[src/hw/rtl/hls_pkg.sv]
// ----------------------------------------------------------------------------
// hls_pkg: shared definitions for the header layer stack
// Sizes, entry and result layouts, operation and status codes, and the
// sequencer states used by the control module.
// ----------------------------------------------------------------------------
package hls_pkg;

    localparam int MAX_LAYERS  = 16;
    localparam int PROTO_COUNT = 32;
    localparam int OFFSET_BITS = 16;

    localparam int IDX_W   = $clog2(MAX_LAYERS);
    localparam int CNT_W   = $clog2(MAX_LAYERS + 1);
    localparam int POS_W   = 5;
    localparam int CMP_W   = (CNT_W > POS_W) ? CNT_W : POS_W;
    localparam int OP_W    = 3;
    localparam int PROTO_W = 5;
    localparam int KIND_W  = 4;
    localparam int MASK_W  = 32;
    localparam int LEN_W   = 16;
    localparam int SUM_W   = ((OFFSET_BITS > LEN_W) ? OFFSET_BITS : LEN_W) + 1;

    localparam int S_DATA_W = 64;
    localparam int M_DATA_W = 56;

    localparam logic [OP_W-1:0] OP_FIND_FIRST = 3'd0;
    localparam logic [OP_W-1:0] OP_FIND_LAST  = 3'd1;
    localparam logic [OP_W-1:0] OP_MASK_FIRST = 3'd2;
    localparam logic [OP_W-1:0] OP_MASK_LAST  = 3'd3;
    localparam logic [OP_W-1:0] OP_PUSH       = 3'd4;
    localparam logic [OP_W-1:0] OP_POP        = 3'd5;

    typedef enum logic [2:0] {
        ST_OK        = 3'd0,
        ST_NOT_FOUND = 3'd1,
        ST_BAD_INDEX = 3'd2,
        ST_FULL      = 3'd3,
        ST_OVERFLOW  = 3'd4
    } status_t;

    typedef struct packed {
        logic [PROTO_W-1:0]     proto;
        logic [KIND_W-1:0]      kind;
        logic [OFFSET_BITS-1:0] offset;
        logic [LEN_W-1:0]       length;
    } entry_t;

    localparam int ENTRY_W = $bits(entry_t);

    typedef struct packed {
        logic [OP_W-1:0]    op;
        logic [POS_W-1:0]   position;
        logic [PROTO_W-1:0] proto_id;
        logic [KIND_W-1:0]  proto_kind;
        logic [MASK_W-1:0]  proto_mask;
        logic [LEN_W-1:0]   layer_length;
    } in_item_t;

    typedef struct packed {
        status_t     status;
        logic        found;
        logic [3:0]  result_index;
        logic [4:0]  stack_depth_out;
        logic [4:0]  entry_proto;
        logic [3:0]  entry_kind;
        logic [15:0] entry_offset;
        logic [15:0] entry_length;
    } out_result_t;

    typedef enum logic [3:0] {
        S_IDLE,
        S_DECODE,
        S_SRCH_RD,
        S_SRCH_CHK,
        S_TAIL_RD,
        S_TAIL_CHK,
        S_CHK_RD,
        S_CHK,
        S_SHIFT_RD,
        S_SHIFT_WR,
        S_FRESH_WR,
        S_POP_RD0,
        S_POP_GONE,
        S_POP_RD,
        S_POP_WR,
        S_EMIT
    } state_t;

endpackage

[src/hw/rtl/hls_ram.sv]
// ----------------------------------------------------------------------------
// hls_ram: generic single-port-write, single-port-read RAM
// One write and one registered read per cycle; contents are not reset.
// ----------------------------------------------------------------------------
module hls_ram #(
    parameter int WIDTH = 8,
    parameter int DEPTH = 16
) (
    input  logic                     clk,
    input  logic                     we,
    input  logic [$clog2(DEPTH)-1:0] waddr,
    input  logic [WIDTH-1:0]         wdata,
    input  logic [$clog2(DEPTH)-1:0] raddr,
    output logic [WIDTH-1:0]         rdata
);

    logic [WIDTH-1:0] mem [DEPTH];
    logic [WIDTH-1:0] rdata_reg;

    always_ff @(posedge clk)
    begin
        if (we)
        begin
            mem[waddr] <= wdata;
        end
        rdata_reg <= mem[raddr];
    end

    assign rdata = rdata_reg;

endmodule

[src/hw/rtl/hls_out.sv]
// ----------------------------------------------------------------------------
// hls_out: result output register
// Holds one finished result for the master side and packs it into tdata.
// ----------------------------------------------------------------------------
module hls_out (
    input  logic                             clk,
    input  logic                             rst_n,
    input  logic                             load,
    input  hls_pkg::out_result_t             result,
    output logic                             free,
    output logic                             m_tvalid,
    input  logic                             m_tready,
    output logic [hls_pkg::M_DATA_W-1:0]     m_tdata
);

    logic                 valid_reg;
    logic                 valid_next;
    hls_pkg::out_result_t data_reg;

    assign free = !valid_reg || m_tready;

    always_comb
    begin
        valid_next = valid_reg;
        if (load)
        begin
            valid_next = 1'b1;
        end
        else if (m_tready)
        begin
            valid_next = 1'b0;
        end
    end

    always_ff @(posedge clk or negedge rst_n)
    begin
        if (!rst_n)
        begin
            valid_reg <= 1'b0;
        end
        else
        begin
            valid_reg <= valid_next;
        end
    end

    always_ff @(posedge clk)
    begin
        if (load)
        begin
            data_reg <= result;
        end
    end

    assign m_tvalid = valid_reg;
    assign m_tdata  = {2'b00,
                       data_reg.entry_length,
                       data_reg.entry_offset,
                       data_reg.entry_kind,
                       data_reg.entry_proto,
                       data_reg.stack_depth_out,
                       data_reg.result_index,
                       data_reg.found,
                       data_reg.status};

endmodule

[src/hw/rtl/hls_ctrl.sv]
// ----------------------------------------------------------------------------
// hls_ctrl: stack sequencer
// Walks the entry memory one entry at a time for searches, offset checks
// and the shifts of push and pop, and builds the result of each beat.
// ----------------------------------------------------------------------------
module hls_ctrl (
    input  logic                          clk,
    input  logic                          rst_n,
    input  logic                          in_valid,
    output logic                          in_ready,
    input  hls_pkg::in_item_t             in_item,
    input  logic                          out_free,
    output logic                          out_load,
    output hls_pkg::out_result_t          out_result,
    output logic                          ram_we,
    output logic [hls_pkg::IDX_W-1:0]     ram_waddr,
    output logic [hls_pkg::ENTRY_W-1:0]   ram_wdata,
    output logic [hls_pkg::IDX_W-1:0]     ram_raddr,
    input  logic [hls_pkg::ENTRY_W-1:0]   ram_rdata
);

    hls_pkg::state_t                  state_reg, state_next;
    logic [hls_pkg::OP_W-1:0]         op_reg, op_next;
    logic [hls_pkg::POS_W-1:0]        pos_reg, pos_next;
    logic [hls_pkg::PROTO_W-1:0]      id_reg, id_next;
    logic [hls_pkg::KIND_W-1:0]       kind_reg, kind_next;
    logic [hls_pkg::MASK_W-1:0]       mask_reg, mask_next;
    logic [hls_pkg::LEN_W-1:0]        len_reg, len_next;
    logic [hls_pkg::CNT_W-1:0]        count_reg, count_next;
    logic [hls_pkg::CNT_W-1:0]        cur_reg, cur_next;
    logic [hls_pkg::CNT_W-1:0]        rem_reg, rem_next;
    logic [hls_pkg::OFFSET_BITS-1:0]  start_reg, start_next;
    logic [hls_pkg::LEN_W-1:0]        gone_len_reg, gone_len_next;
    hls_pkg::out_result_t             res_reg, res_next;

    hls_pkg::entry_t                  rd_entry;
    hls_pkg::entry_t                  fresh;
    logic [hls_pkg::CMP_W-1:0]        pos_ext;
    logic [hls_pkg::CMP_W-1:0]        cnt_ext;
    logic [hls_pkg::CNT_W-1:0]        cur_inc;
    logic [hls_pkg::CNT_W-1:0]        cur_dec;
    logic [hls_pkg::CNT_W-1:0]        cnt_dec;
    logic                             is_search;
    logic                             is_last;
    logic                             use_mask;
    logic                             hit;
    logic [hls_pkg::SUM_W-1:0]        shift_sum;
    logic [hls_pkg::SUM_W-1:0]        tail_sum;
    logic [hls_pkg::SUM_W-1:0]        pop_diff;
    logic                             shift_ovf;
    logic                             tail_ovf;
    logic                             pop_keep;

    function automatic hls_pkg::out_result_t make_result(
        hls_pkg::status_t           status,
        logic                       found,
        logic [hls_pkg::IDX_W-1:0]  idx,
        hls_pkg::entry_t            e
    );
        hls_pkg::out_result_t r;
        r.status          = status;
        r.found           = found;
        r.result_index    = 4'(idx);
        r.stack_depth_out = '0;
        r.entry_proto     = e.proto;
        r.entry_kind      = e.kind;
        r.entry_offset    = 16'(e.offset);
        r.entry_length    = e.length;
        return r;
    endfunction

    function automatic hls_pkg::out_result_t fail_result(hls_pkg::status_t status);
        hls_pkg::out_result_t r;
        r        = '0;
        r.status = status;
        return r;
    endfunction

    assign rd_entry  = hls_pkg::entry_t'(ram_rdata);
    assign pos_ext   = hls_pkg::CMP_W'(pos_reg);
    assign cnt_ext   = hls_pkg::CMP_W'(count_reg);
    assign cur_inc   = cur_reg + 1'b1;
    assign cur_dec   = cur_reg - 1'b1;
    assign cnt_dec   = count_reg - 1'b1;

    assign is_search = (op_reg == hls_pkg::OP_FIND_FIRST) || (op_reg == hls_pkg::OP_FIND_LAST)
                    || (op_reg == hls_pkg::OP_MASK_FIRST) || (op_reg == hls_pkg::OP_MASK_LAST);
    assign is_last   = (op_reg == hls_pkg::OP_FIND_LAST) || (op_reg == hls_pkg::OP_MASK_LAST);
    assign use_mask  = (op_reg == hls_pkg::OP_MASK_FIRST) || (op_reg == hls_pkg::OP_MASK_LAST);

    // Mask bits above the protocol range never match.
    assign hit = use_mask
               ? ((32'(rd_entry.proto) < hls_pkg::PROTO_COUNT) && mask_reg[rd_entry.proto])
               : (rd_entry.proto == id_reg);

    assign shift_sum = hls_pkg::SUM_W'(rd_entry.offset) + hls_pkg::SUM_W'(len_reg);
    assign tail_sum  = hls_pkg::SUM_W'(rd_entry.offset) + hls_pkg::SUM_W'(rd_entry.length);
    assign pop_diff  = hls_pkg::SUM_W'(rd_entry.offset) - hls_pkg::SUM_W'(gone_len_reg);
    assign shift_ovf = |shift_sum[hls_pkg::SUM_W-1:hls_pkg::OFFSET_BITS];
    assign tail_ovf  = |tail_sum[hls_pkg::SUM_W-1:hls_pkg::OFFSET_BITS];
    assign pop_keep  = hls_pkg::SUM_W'(rd_entry.offset) >= hls_pkg::SUM_W'(gone_len_reg);

    always_comb
    begin
        fresh.proto  = id_reg;
        fresh.kind   = kind_reg;
        fresh.offset = start_reg;
        fresh.length = len_reg;
    end

    // Next state
    always_comb
    begin
        state_next = state_reg;
        unique case (state_reg)
            hls_pkg::S_IDLE:
            begin
                if (in_valid)
                begin
                    state_next = hls_pkg::S_DECODE;
                end
            end
            hls_pkg::S_DECODE:
            begin
                if (is_search)
                begin
                    state_next = (count_reg == '0) ? hls_pkg::S_EMIT : hls_pkg::S_SRCH_RD;
                end
                else if (op_reg == hls_pkg::OP_PUSH)
                begin
                    if (pos_ext > cnt_ext || 32'(count_reg) >= hls_pkg::MAX_LAYERS)
                    begin
                        state_next = hls_pkg::S_EMIT;
                    end
                    else if (pos_ext == cnt_ext)
                    begin
                        state_next = (count_reg == '0) ? hls_pkg::S_FRESH_WR : hls_pkg::S_TAIL_RD;
                    end
                    else
                    begin
                        state_next = hls_pkg::S_CHK_RD;
                    end
                end
                else if (op_reg == hls_pkg::OP_POP)
                begin
                    state_next = (pos_ext >= cnt_ext) ? hls_pkg::S_EMIT : hls_pkg::S_POP_RD0;
                end
                else
                begin
                    state_next = hls_pkg::S_EMIT;
                end
            end
            hls_pkg::S_SRCH_RD:
            begin
                state_next = hls_pkg::S_SRCH_CHK;
            end
            hls_pkg::S_SRCH_CHK:
            begin
                if (hit || rem_reg == hls_pkg::CNT_W'(1))
                begin
                    state_next = hls_pkg::S_EMIT;
                end
                else
                begin
                    state_next = hls_pkg::S_SRCH_RD;
                end
            end
            hls_pkg::S_TAIL_RD:
            begin
                state_next = hls_pkg::S_TAIL_CHK;
            end
            hls_pkg::S_TAIL_CHK:
            begin
                state_next = tail_ovf ? hls_pkg::S_EMIT : hls_pkg::S_FRESH_WR;
            end
            hls_pkg::S_CHK_RD:
            begin
                state_next = hls_pkg::S_CHK;
            end
            hls_pkg::S_CHK:
            begin
                if (shift_ovf)
                begin
                    state_next = hls_pkg::S_EMIT;
                end
                else if (cur_inc == count_reg)
                begin
                    state_next = hls_pkg::S_SHIFT_RD;
                end
                else
                begin
                    state_next = hls_pkg::S_CHK_RD;
                end
            end
            hls_pkg::S_SHIFT_RD:
            begin
                state_next = hls_pkg::S_SHIFT_WR;
            end
            hls_pkg::S_SHIFT_WR:
            begin
                if (hls_pkg::CMP_W'(cur_dec) == pos_ext)
                begin
                    state_next = hls_pkg::S_FRESH_WR;
                end
                else
                begin
                    state_next = hls_pkg::S_SHIFT_RD;
                end
            end
            hls_pkg::S_FRESH_WR:
            begin
                state_next = hls_pkg::S_EMIT;
            end
            hls_pkg::S_POP_RD0:
            begin
                state_next = hls_pkg::S_POP_GONE;
            end
            hls_pkg::S_POP_GONE:
            begin
                if (pos_ext == hls_pkg::CMP_W'(cnt_dec))
                begin
                    state_next = hls_pkg::S_EMIT;
                end
                else
                begin
                    state_next = hls_pkg::S_POP_RD;
                end
            end
            hls_pkg::S_POP_RD:
            begin
                state_next = hls_pkg::S_POP_WR;
            end
            hls_pkg::S_POP_WR:
            begin
                state_next = (cur_inc == count_reg) ? hls_pkg::S_EMIT : hls_pkg::S_POP_RD;
            end
            hls_pkg::S_EMIT:
            begin
                if (out_free)
                begin
                    state_next = hls_pkg::S_IDLE;
                end
            end
            default:
            begin
                state_next = hls_pkg::S_IDLE;
            end
        endcase
    end

    // Outputs and datapath
    always_comb
    begin
        op_next       = op_reg;
        pos_next      = pos_reg;
        id_next       = id_reg;
        kind_next     = kind_reg;
        mask_next     = mask_reg;
        len_next      = len_reg;
        count_next    = count_reg;
        cur_next      = cur_reg;
        rem_next      = rem_reg;
        start_next    = start_reg;
        gone_len_next = gone_len_reg;
        res_next      = res_reg;
        in_ready      = 1'b0;
        out_load      = 1'b0;
        ram_we        = 1'b0;
        ram_waddr     = cur_reg[hls_pkg::IDX_W-1:0];
        ram_wdata     = '0;
        ram_raddr     = cur_reg[hls_pkg::IDX_W-1:0];

        unique case (state_reg)
            hls_pkg::S_IDLE:
            begin
                in_ready = 1'b1;
                if (in_valid)
                begin
                    op_next   = in_item.op;
                    pos_next  = in_item.position;
                    id_next   = in_item.proto_id;
                    kind_next = in_item.proto_kind;
                    mask_next = in_item.proto_mask;
                    len_next  = in_item.layer_length;
                end
            end
            hls_pkg::S_DECODE:
            begin
                if (is_search)
                begin
                    rem_next = count_reg;
                    cur_next = is_last ? cnt_dec : '0;
                    if (count_reg == '0)
                    begin
                        res_next = fail_result(hls_pkg::ST_NOT_FOUND);
                    end
                end
                else if (op_reg == hls_pkg::OP_PUSH)
                begin
                    start_next = '0;
                    cur_next   = hls_pkg::CNT_W'(pos_reg);
                    if (pos_ext > cnt_ext)
                    begin
                        res_next = fail_result(hls_pkg::ST_BAD_INDEX);
                    end
                    else if (32'(count_reg) >= hls_pkg::MAX_LAYERS)
                    begin
                        res_next = fail_result(hls_pkg::ST_FULL);
                    end
                end
                else if (op_reg == hls_pkg::OP_POP)
                begin
                    if (pos_ext >= cnt_ext)
                    begin
                        res_next = fail_result(hls_pkg::ST_BAD_INDEX);
                    end
                end
                else
                begin
                    res_next = fail_result(hls_pkg::ST_BAD_INDEX);
                end
            end
            hls_pkg::S_SRCH_RD:
            begin
                ram_raddr = cur_reg[hls_pkg::IDX_W-1:0];
            end
            hls_pkg::S_SRCH_CHK:
            begin
                if (hit)
                begin
                    res_next = make_result(hls_pkg::ST_OK, 1'b1,
                                           cur_reg[hls_pkg::IDX_W-1:0], rd_entry);
                end
                else if (rem_reg == hls_pkg::CNT_W'(1))
                begin
                    res_next = fail_result(hls_pkg::ST_NOT_FOUND);
                end
                else
                begin
                    rem_next = rem_reg - 1'b1;
                    cur_next = is_last ? cur_dec : cur_inc;
                end
            end
            hls_pkg::S_TAIL_RD:
            begin
                ram_raddr = cnt_dec[hls_pkg::IDX_W-1:0];
            end
            hls_pkg::S_TAIL_CHK:
            begin
                if (tail_ovf)
                begin
                    res_next = fail_result(hls_pkg::ST_OVERFLOW);
                end
                else
                begin
                    start_next = tail_sum[hls_pkg::OFFSET_BITS-1:0];
                end
            end
            hls_pkg::S_CHK_RD:
            begin
                ram_raddr = cur_reg[hls_pkg::IDX_W-1:0];
            end
            hls_pkg::S_CHK:
            begin
                // The entry being displaced gives the new entry its offset.
                if (hls_pkg::CMP_W'(cur_reg) == pos_ext)
                begin
                    start_next = rd_entry.offset;
                end
                if (shift_ovf)
                begin
                    res_next = fail_result(hls_pkg::ST_OVERFLOW);
                end
                else
                begin
                    cur_next = cur_inc;
                end
            end
            hls_pkg::S_SHIFT_RD:
            begin
                ram_raddr = cur_dec[hls_pkg::IDX_W-1:0];
            end
            hls_pkg::S_SHIFT_WR:
            begin
                ram_we    = 1'b1;
                ram_waddr = cur_reg[hls_pkg::IDX_W-1:0];
                ram_wdata = {rd_entry.proto, rd_entry.kind,
                             shift_sum[hls_pkg::OFFSET_BITS-1:0], rd_entry.length};
                cur_next  = cur_dec;
            end
            hls_pkg::S_FRESH_WR:
            begin
                ram_we     = 1'b1;
                ram_waddr  = hls_pkg::IDX_W'(pos_reg);
                ram_wdata  = fresh;
                count_next = count_reg + 1'b1;
                res_next   = make_result(hls_pkg::ST_OK, 1'b0, hls_pkg::IDX_W'(pos_reg), fresh);
            end
            hls_pkg::S_POP_RD0:
            begin
                ram_raddr = hls_pkg::IDX_W'(pos_reg);
            end
            hls_pkg::S_POP_GONE:
            begin
                res_next      = make_result(hls_pkg::ST_OK, 1'b0, hls_pkg::IDX_W'(pos_reg),
                                            rd_entry);
                gone_len_next = rd_entry.length;
                count_next    = cnt_dec;
                cur_next      = hls_pkg::CNT_W'(pos_reg);
            end
            hls_pkg::S_POP_RD:
            begin
                ram_raddr = cur_inc[hls_pkg::IDX_W-1:0];
            end
            hls_pkg::S_POP_WR:
            begin
                ram_we    = 1'b1;
                ram_waddr = cur_reg[hls_pkg::IDX_W-1:0];
                ram_wdata = {rd_entry.proto, rd_entry.kind,
                             pop_keep ? pop_diff[hls_pkg::OFFSET_BITS-1:0] : '0,
                             rd_entry.length};
                cur_next  = cur_inc;
            end
            hls_pkg::S_EMIT:
            begin
                out_load = out_free;
            end
            default:
            begin
                in_ready = 1'b0;
            end
        endcase
    end

    always_comb
    begin
        out_result                 = res_reg;
        out_result.stack_depth_out = 5'(count_reg);
    end

    always_ff @(posedge clk or negedge rst_n)
    begin
        if (!rst_n)
        begin
            state_reg <= hls_pkg::S_IDLE;
            count_reg <= '0;
        end
        else
        begin
            state_reg <= state_next;
            count_reg <= count_next;
        end
    end

    always_ff @(posedge clk)
    begin
        op_reg       <= op_next;
        pos_reg      <= pos_next;
        id_reg       <= id_next;
        kind_reg     <= kind_next;
        mask_reg     <= mask_next;
        len_reg      <= len_next;
        cur_reg      <= cur_next;
        rem_reg      <= rem_next;
        start_reg    <= start_next;
        gone_len_reg <= gone_len_next;
        res_reg      <= res_next;
    end

endmodule

[src/hw/rtl/header_layer_stack.sv]
// One beat at a time: the next beat is taken in the cycle after the result is
//   loaded into the output register, even while that result still waits to be taken.
// The entry memory has a single read port and is walked one entry at a time: each
//   entry is read in one state and checked or written back in the next.
// A search stops at its first hit, else after every entry below the depth.
// Reset clears the depth and the handshakes only; the entry memory has no clearing pass.
// ----------------------------------------------------------------------------
// header_layer_stack: ordered stack of packet header layers
// Keeps up to MAX_LAYERS entries of protocol, kind, offset and length in a
// synchronous RAM and performs searches, pushes and pops on them.
// ----------------------------------------------------------------------------
module header_layer_stack (
    input  logic                              clk,
    input  logic                              rst_n,
    // Slave side: one operation per beat.
    input  logic                              s_tvalid,
    output logic                              s_tready,
    // tdata from bit 0: position[4:0], proto_id[9:5], proto_kind[13:10],
    // proto_mask[45:14], layer_length[61:46], zero padding[63:62]
    input  logic [hls_pkg::S_DATA_W-1:0]      s_tdata,
    // tuser: op[2:0]
    input  logic [hls_pkg::OP_W-1:0]          s_tuser,
    // Master side: one result per operation.
    output logic                              m_tvalid,
    input  logic                              m_tready,
    // tdata from bit 0: status[2:0], found[3], result_index[7:4],
    // stack_depth_out[12:8], entry_proto[17:13], entry_kind[21:18],
    // entry_offset[37:22], entry_length[53:38], zero padding[55:54]
    output logic [hls_pkg::M_DATA_W-1:0]      m_tdata
);

    hls_pkg::in_item_t                in_item;
    hls_pkg::out_result_t             result;
    logic                             out_free;
    logic                             out_load;
    logic                             ram_we;
    logic [hls_pkg::IDX_W-1:0]        ram_waddr;
    logic [hls_pkg::ENTRY_W-1:0]      ram_wdata;
    logic [hls_pkg::IDX_W-1:0]        ram_raddr;
    logic [hls_pkg::ENTRY_W-1:0]      ram_rdata;

    // Unpack the slave beat; the top two bits of tdata are padding.
    always_comb
    begin
        in_item.op           = s_tuser;
        in_item.position     = s_tdata[4:0];
        in_item.proto_id     = s_tdata[9:5];
        in_item.proto_kind   = s_tdata[13:10];
        in_item.proto_mask   = s_tdata[45:14];
        in_item.layer_length = s_tdata[61:46];
    end

    // The sequencer owns the depth counter and walks the memory entry by
    // entry, reading in one cycle and checking or writing back in the next,
    // so no read whose data is used ever meets a write to the same entry.
    hls_ctrl u_ctrl (
        .clk        (clk),
        .rst_n      (rst_n),
        .in_valid   (s_tvalid),
        .in_ready   (s_tready),
        .in_item    (in_item),
        .out_free   (out_free),
        .out_load   (out_load),
        .out_result (result),
        .ram_we     (ram_we),
        .ram_waddr  (ram_waddr),
        .ram_wdata  (ram_wdata),
        .ram_raddr  (ram_raddr),
        .ram_rdata  (ram_rdata)
    );

    // Entry store: contents are undefined until written, but only entries
    // below the current depth are ever used.
    hls_ram #(
        .WIDTH (hls_pkg::ENTRY_W),
        .DEPTH (hls_pkg::MAX_LAYERS)
    ) u_ram (
        .clk   (clk),
        .we    (ram_we),
        .waddr (ram_waddr),
        .wdata (ram_wdata),
        .raddr (ram_raddr),
        .rdata (ram_rdata)
    );

    // Output register decouples the master side from the sequencer.
    hls_out u_out (
        .clk      (clk),
        .rst_n    (rst_n),
        .load     (out_load),
        .result   (result),
        .free     (out_free),
        .m_tvalid (m_tvalid),
        .m_tready (m_tready),
        .m_tdata  (m_tdata)
    );

endmodule
[config.mk]
export PLATFORM = sky130hd
export DESIGN_NAME = header_layer_stack
export DESIGN_NICKNAME = d
export VERILOG_FILES = /design/src/hw/rtl/hls_pkg.sv /design/src/hw/rtl/hls_ram.sv /design/src/hw/rtl/hls_out.sv /design/src/hw/rtl/hls_ctrl.sv /design/src/hw/rtl/header_layer_stack.sv
export SDC_FILE = /design/constraint.sdc
export NUM_CORES = 1
export LEC_CHECK = 0
export ABC_AREA = 1
export BUFFER_PORTS_ARGS = -buffer_cell sky130_fd_sc_hd__clkbuf_2
export CORE_ASPECT_RATIO = 1.25
export CORE_MARGIN = 10
export CORE_UTILIZATION = 45
export DETAILED_ROUTE_END_ITERATION = 10
export PLACE_DENSITY = 0.59
export SLEW_MARGIN = 25
export SYNTH_ARGS = -nofsm -noshare
export SYNTH_HDL_FRONTEND = slang
export SYNTH_SLANG_ARGS = --single-unit
[constraint.sdc]
create_clock -name clk -period 6.6 [get_ports clk]
set_input_delay 1.32 -clock clk [delete_from_list [all_inputs] [get_ports clk]]
set_output_delay 1.32 -clock clk [all_outputs]
set_load 0.02 [all_outputs]
==> results of run 1 <==
-- through the flow --
stage | setup slack, ps | power [mW] | hold slack, ps | cell area [sq um] | instances
final | 2620 | 26.1 | 415 | 45600 | 5127
after global routing | 2300 | 27.9 | 414 | 45600 | 5125
after CTS | 2620 | 26.2 | 409 | 45500 | 5121
after detailed placement | 2650 | 20.9 | 405 | 42500 | 4952
after global placement | 2620 | 20.8 | 401 | 42400 | 4945
after floorplan | 242 | 16.8 | 400 | 40300 | 3760
-- synthesized netlist by cell type, drive strengths merged, types with 2 or more instances --
| cell | instances |
|---|---|
| a221oi | 2 |
| nand4 | 10 |
| o211ai | 11 |
| a22oi | 4 |
| a21oi | 64 |
| clkinv | 3 |
| ha | 59 |
| nand3 | 665 |
| nand2 | 1202 |
| a21o | 4 |
| o31ai | 2 |
| edfxtp | 866 |
| dfrtp | 10 |
| xor2 | 22 |
| nor4 | 5 |
| nor2 | 103 |
| o2111ai | 6 |
| xnor2 | 12 |
| inv | 217 |
| nand3b | 44 |
| o21ai | 128 |
| nor3 | 14 |
| a211oi | 4 |
| o22ai | 26 |
| o21bai | 15 |
| clkbuf | 69 |
| dfxtp | 41 |
| buf | 126 |
| a31oi | 8 |
| fa | 3 |
| or2 | 7 |
-- layer usage --
| metal | up-vias | GRT usage, % | wire length [um] |
|---|---|---|---|
| li1 | 13268 | - | - |
| met1 | 13577 | 28.8 | 46800 |
| met2 | 973 | 36.1 | 55200 |
| met3 | 201 | 2.28 | 6910 |
| met4 | 0 | 8.84 | 4110 |
| met5 | - | 0 | 0 |
-- path summary, 6_finish.rpt --
path,startpoint,end,cells after the start
setup / recovery,u_ctrl.state_reg[2],u_ram.rdata[21],13
hold / removal,u_ctrl.out_result[49],u_out.m_tdata[7],0
setup reg to reg,u_ctrl.state_reg[2],u_ram.rdata[21],13
hold reg to reg,u_ctrl.out_result[49],u_out.m_tdata[7],0
max in group asynchronous,rst_n,u_ctrl.cnt_ext[4],1
min in group asynchronous,rst_n,u_out.m_tvalid,1
-- final cells by class --
class / instances / share of cell area, %
sequential: 917 / 59.4
multi-input combinational: 2428 / 25.7
clock buffer: 119 / 5.42
tap: 1178 / 3.23
timing repair buffer: 213 / 3.18
inverter: 220 / 1.83
clock inverter: 50 / 1.21
antenna: 2 / 0.0110
-- cells by family after synthesis --
family	share of synthesized area (%)
simple gates	21.8
xor+xnor	0.739
buf+inv	4.32
fa+ha+maj	1.98
flops	67.2
other cells	0.00930
compound gates	3.95
-- power by group --
part | leakage (nW) | switching [mW] | internal, mW
Combinational | 8.16 | 8.97 | 3.42
Sequential | 8.53 | 0.514 | 7.93
Clock | 1.48 | 2.19 | 3.08
-- worst max-delay path, cell delays in order (launching register included) --
cell	delay, ps
dfrtp_1	440
nand2_1	220
inv_2	70
nand2_2	110
nand2_1	120
nor2_1	390
nand2_8	440
nand2_4	790
buf_4	590
nand2_1	100
nand3_1	100
nand3_1	120
nand3_1	130
nand2_1	110
-- placed cells by master (no fill, tap or decap), types with 14 or more instances in the layout --
cell type,count
nor2_4,20
inv_1,210
o22ai_1,25
a21oi_1,63
dfxtp_1,41
clkbuf_1,20
edfxtp_1,866
clkbuf_16,92
nand2_1,1196
nand3_1,665
clkinv_2,18
xor2_1,22
clkinv_1,17
nor2_1,79
buf_4,73
o21bai_1,14
clkbuf_2,125
nand3b_1,44
o21ai_0,122
ha_1,59
==> flow_summary.rst, run 1 <==
.. list-table::
   :header-rows: 1

   * - Metric
     - Value
   * - Run status
     - complete, no violations
   * - Post-synth design cell area
     - 40300 sq um
   * - Synthesis warning total
     - 0
   * - Most area-consuming cells after synthesis
     - edfxtp_1 65%, nand2_1 11%, nand3_1 8.3%
   * - Number of clock sinks
     - 917
   * - Largest Register
     - u_ram.mem
   * - Share of synthesized registers carrying an async set or reset
     - 1.09%
   * - TritonCTS buffer count
     - 90
   * - Worst hold-check path type
     - register to register
   * - Biggest fanout along the worst timing path
     - 72
   * - Count of standard-cell rows
     - 122
   * - Sequential element share of the synthesized area
     - 67.2%
   * - Antenna violations before repair
     - 2
   * - Number of flops mapped to enable cells by yosys
     - 866
   * - Transition time at the pin with the least slew margin
     - 1220 ps
   * - Die area
     - 102000 sq um
   * - Final setup skew
     - 40.2 ps
   * - Post-detailed-routing wire length
     - 113000 um
   * - Overall global routing resource usage
     - 21.7%
   * - Required time of the worst setup path
     - 7130 ps
   * - CP endpoint kind
     - register
   * - Syn_area_per_cell
     - 10.7 sq um
   * - WL/cell
     - 22.0 um
   * - Pin count of the biggest net entering global routing
     - 187
   * - Global-route wire length before repair
     - 168000 um
   * - Die Width
     - 288 um
   * - Max rail drop VDD
     - 0.503 mV
   * - Remaining Overflow, GRT
     - 0
   * - Number of nets in the layout
     - 4003
   * - Setup repair after global routing missed its margin
     - no
   * - Flop-to-flop setup slack
     - 2620 ps
   * - Post-CTS sizing
     - 0
   * - Maximum buffer depth of the clock tree
     - 3
   * - Final weighted congestion of routability-driven global placement
     - 0.913
   * - Final number of max-transition violations
     - 0
   * - Primary flip-flop cell chosen by synthesis mapping
     - edfxtp_1
   * - Largest register FFs
     - 656
   * - Clock latency on the worst-skew pair
     - 670 ps
   * - Clock slew seen by the registers of the worst setup and hold paths
     - 60 ps
   * - Initial Utilization
     - 45.5%
   * - Growth of design area from synthesis to finish
     - 13.1%
   * - Number of global-route vias before repair
     - 26434
   * - Power density of the placed cells
     - 572 nW/um^2
   * - Synthesized netlist cell count
     - 3759
   * - Top achievable clock speed
     - 251 MHz
   * - DRC marker count from the first detailed-route iteration
     - 2922
   * - Core occupancy in the finished layout
     - 51.4%
   * - Number of setup buffers added after CTS
     - 0
   * - Flip-flop and latch count after synthesis
     - 917
   * - LEAKAGE
     - 18.2 nW
   * - Nature of the critical path startpoint
     - register
   * - Slew margin rel.
     - 18.5%
   * - Die H
     - 355 um
   * - Worst EP arrival
     - 4520 ps
   * - Fraction of final layout cells with drive strength greater than 1
     - 10.2%
   * - Share of Yosys cell area claimed by the top area cell type
     - 64.5%
   * - Average vias per placed instance
     - 5.46
   * - CTS tree
     - built
   * - Final Critical Period
     - 3980 ps
   * - DR DRC count
     - 0
   * - Multi-input gate area
     - 11700 sq um
   * - Summed negative setup slack over all endpoints
     - 0 ps
   * - PortBufs
     - 124
   * - Hold Buf Count CTS
     - 0
   * - Final worst-path cycle share
     - 60.3%
   * - Final Setup Violations
     - 0
   * - Post-route ant nets
     - 0
   * - Netlist cell types
     - 49
   * - Library cell with the largest summed area after synthesis
     - edfxtp_1
   * - Max capacitance violation total
     - 0
   * - Cell at the root of the clock tree
     - clkbuf_16
   * - I/O Pins
     - 129
   * - Hold Vio Cnt, Final
     - 0
   * - Estimated wirelength of the detail-placed design
     - 66900 um
   * - Number of iterations in the first detailed-routing pass
     - 5
   * - H-tree depth reported by CTS
     - 3
   * - Category of the most critical setup path
     - register to register
   * - Count of fill cells added during filler insertion
     - 7764
   * - Area used by sequential logic in the layout
     - 27100 sq um
   * - Core region area
     - 88700 sq um
   * - Number of vias after detailed routing
     - 28019
Note: power is estimated with default switching activity, not from simulation.
==> inputs of run 2 (changes only) <==
- ABC_AREA: 1 -> 0
- clock period: 6.6 -> 3.7 ns (I/O delays scaled with it)
==> run 2 against run 1 <==
Net effect: global-route usage rose by 0.50 points; first-iteration DRC count fell by 4.6%; via count fell by 5.3%; utilization rose by 0.53 points; sequential share of layout area fell by 0.30 points; design area rose by 0.51%; flip-flop and latch count did not move; critical path depth fell by 4; non-clock buffer count rose by 62; hold slack got worse by 170 ps; register-to-register slack got worse by 2300 ps.
==> flow_summary.rst, run 2 <==
.. list-table::
   :header-rows: 1

   * - Metric
     - Value
   * - Primary flip-flop cell chosen by synthesis mapping
     - edfxtp_1
   * - Worst slack at placement
     - 350 ps
   * - Clock slew seen by the registers of the worst setup and hold paths
     - 70 ps
   * - Largest register FFs
     - 656
   * - Most area-consuming cells after synthesis
     - edfxtp_1 65%, a221oi_1 7.3%, mux2i_1 4.4%
   * - Fraction of final layout cells with drive strength greater than 1
     - 15.7%
   * - Source of the worst hold timing path
     - s_tdata[33]
   * - Count of fill cells added during filler insertion
     - 7212
   * - Number of clock sinks
     - 917
   * - Post-detailed-routing wire length
     - 116000 um
   * - Synthesized netlist cell count
     - 2646
   * - Final Setup Violations
     - 0
   * - Syn_area_per_cell
     - 15.1 sq um
   * - Max capacitance violation total
     - 0
   * - Maximum buffer depth of the clock tree
     - 3
   * - Commonest cells after routing, fill and taps aside
     - 866 x edfxtp_1, 333 x a221oi_1, 175 x o221ai_1
   * - Count of standard-cell rows
     - 122
   * - Number of vias after detailed routing
     - 26524
   * - Remaining Overflow, GRT
     - 0
   * - DRC marker count from the first detailed-route iteration
     - 2789
   * - Critical Path Max Stage Delay
     - 610 ps
   * - Final number of max-transition violations
     - 0
   * - Commonest cells in the netlist
     - 866 x edfxtp_1, 333 x a221oi_1, 175 x o221ai_1
   * - Core region area
     - 88200 sq um
   * - CTS tree
     - built
   * - Required time of the worst setup path
     - 4220 ps
   * - Post-route ant nets
     - 0
   * - Chain of cells forming the critical path
     - or4b_4, o311a_2, or3_1, and2_4, buf_12, buf_4, a221oi_1, o221ai_1, and4_1
   * - Final setup skew
     - 31.2 ps
   * - Number of non-filler instances in the completed layout
     - 4056
   * - TritonCTS buffer count
     - 88
   * - Biggest fanout along the worst timing path
     - 38
   * - Initial Utilization
     - 45.2%
   * - Power density of the placed cells
     - 1080 nW/um^2
   * - Post-CTS sizing
     - 0
   * - Worst Setup SP
     - u_ctrl.state_reg[2]
   * - Average vias per placed instance
     - 6.54
   * - Transition time at the pin with the least slew margin
     - 999 ps
   * - Share of synthesized registers carrying an async set or reset
     - 1.09%
   * - Most numerous cell in the Yosys netlist
     - edfxtp_1
   * - Clock latency on the worst-skew pair
     - 660 ps
   * - PortBufs
     - 124
   * - WL/cell
     - 28.7 um
   * - Category of the most critical setup path
     - register to register
   * - Share of Yosys cell area claimed by the top area cell type
     - 65.3%
   * - Grt met2 use
     - 37.6%
   * - Sequential element share of the synthesized area
     - 67.9%
   * - Synthesis warning total
     - 0
   * - Met1 layer usage reported by global route
     - 28.6%
   * - Met3 demand-to-capacity share in global routing
     - 2.86%
   * - Die area
     - 101000 sq um
   * - Growth of design area from synthesis to finish
     - 15.0%
   * - Global-route layer with the greatest usage
     - met2
   * - Multi-input gate area
     - 11800 sq um
   * - Library cell with the largest summed area after synthesis
     - edfxtp_1
   * - Slew margin rel.
     - 33.1%
   * - CP endpoint kind
     - register
   * - Post-synth design cell area
     - 39900 sq um
   * - Overall global routing resource usage
     - 22.2%
   * - Setup repair after global routing missed its margin
     - no
   * - Tot Pwr
     - 49.6 mW
   * - Cell at the slowest stage of the critical path
     - dfrtp_1
   * - DR DRC count
     - 0
   * - Most common cell after layout, fill and taps aside
     - edfxtp_1
   * - Pin count of the biggest net entering global routing
     - 117
   * - Core occupancy in the finished layout
     - 51.9%
   * - Number of global-route vias before repair
     - 26504
   * - Setup ws final
     - 290 ps
   * - Die H
     - 353 um
   * - Global-route wire length before repair
     - 170000 um
   * - Nature of the critical path startpoint
     - register
   * - Estimated wirelength of the detail-placed design
     - 69300 um
   * - Worst EP arrival
     - 3930 ps
   * - H-tree depth reported by CTS
     - 3
   * - Startpoint of the worst-slack reg-to-reg timing path
     - u_ctrl.state_reg[2]
   * - Post-Route Hold Slack
     - 249 ps
   * - Number of nets in the layout
     - 2933
   * - Die Width
     - 286 um
   * - Final Critical Period
     - 3410 ps
   * - Antenna violations before repair
     - 4
   * - Top achievable clock speed
     - 293 MHz
   * - Netlist cell types
     - 75
   * - Number of flops mapped to enable cells by yosys
     - 866
   * - LEAKAGE
     - 15.4 nW
   * - Flip-flop and latch count after synthesis
     - 917
   * - Final weighted congestion of routability-driven global placement
     - 0.895
   * - Number of iterations in the first detailed-routing pass
     - 6
   * - Run status
     - complete, no violations
   * - Max rail drop VDD
     - 0.892 mV
   * - Final worst-path cycle share
     - 92.2%
   * - Worst hold-check path type
     - input port to register
   * - I/O Pins
     - 129
   * - Cell at the root of the clock tree
     - clkbuf_16
   * - Area used by sequential logic in the layout
     - 27100 sq um
   * - Cell count after placement
     - 3887
   * - Hold Vio Cnt, Final
     - 0
   * - Largest Register
     - u_ram.mem
[run 2: final cells by class]
| cell class | instances | area share [%] |
|---|---|---|
| diodes | 4 | 0.0218 |
| clock buffers | 123 | 5.31 |
| clock inverters | 41 | 1.10 |
| inverters | 54 | 0.442 |
| multi-input cells | 1464 | 25.7 |
| flip-flops and latches | 917 | 59.1 |
| well taps | 1178 | 3.22 |
| repair buffers | 275 | 5.12 |
[run 2: metal layers]
| metal | vias up | wire [um] |
|---|---|---|
| met1 | 13612 | 46300 |
| met3 | 230 | 7910 |
| met5 | - | 0 |
| met2 | 1237 | 57800 |
| met4 | 0 | 4280 |
| li1 | 11445 | - |
[run 2: kinds of logic after synthesis]
| logic type | after synthesis | share of synthesized area [%] |
|---|---|---|
| AOI/OAI and AO/OA | 807 | 16.3 |
| xor gates and xnor gates | 66 | 1.45 |
| adders and majority gates | 62 | 2.00 |
| buffers and inverters | 266 | 2.99 |
| DFF | 917 | 67.9 |
| muxes | 181 | 4.74 |
| other | 1 | 0.00941 |
| and+or+nand+nor | 346 | 4.56 |
[run 2: power by group]
| group | switching (mW) | leakage (nW) | total, mW | internal (mW) |
|---|---|---|---|---|
| Clock | 3.86 | 1.42 | 9.12 | 5.26 |
| Combinational | 16.0 | 5.54 | 25.3 | 9.31 |
| Sequential | 1.00 | 8.49 | 15.2 | 14.2 |
[run 2: through the flow]
stage	cell area [sq um]	setup TNS (ps)
floorplan	39900	-100390
global placement	42900	0
detailed placement	42900	0
CTS	45800	0
global route	45800	0
finish	45800	0
[run 2: final timing paths]
| check | end | slack [ps] | cells past startpoint |
|---|---|---|---|
| worst max-delay path | u_ram.rdata[0] | 290 | 9 |
| worst min-delay path | u_ctrl.mask_reg[19] | 250 | 1 |
| worst max register to register | u_ram.rdata[0] | 290 | 9 |
| worst min register to register | u_out.m_tdata[30] | 420 | 0 |
| max in group asynchronous | u_ctrl.cnt_ext[3] | 2940 | 2 |
| min in group asynchronous | u_ctrl.state_reg[1] | 510 | 2 |
[run 2: repair_timing]
action                    4_1_cts  5_1_grt
hold endpoints to repair       10        0
setup buffers                   0        0
hold buffers                    1        0
[run 2: critical path, delay by kind of cell, from the launching register on]
family	cells	cell delay, ps
and+or+nand+nor	4	1640
DFF	1	610
AOI/OAI and AO/OA	3	560
buffers and inverters	2	420
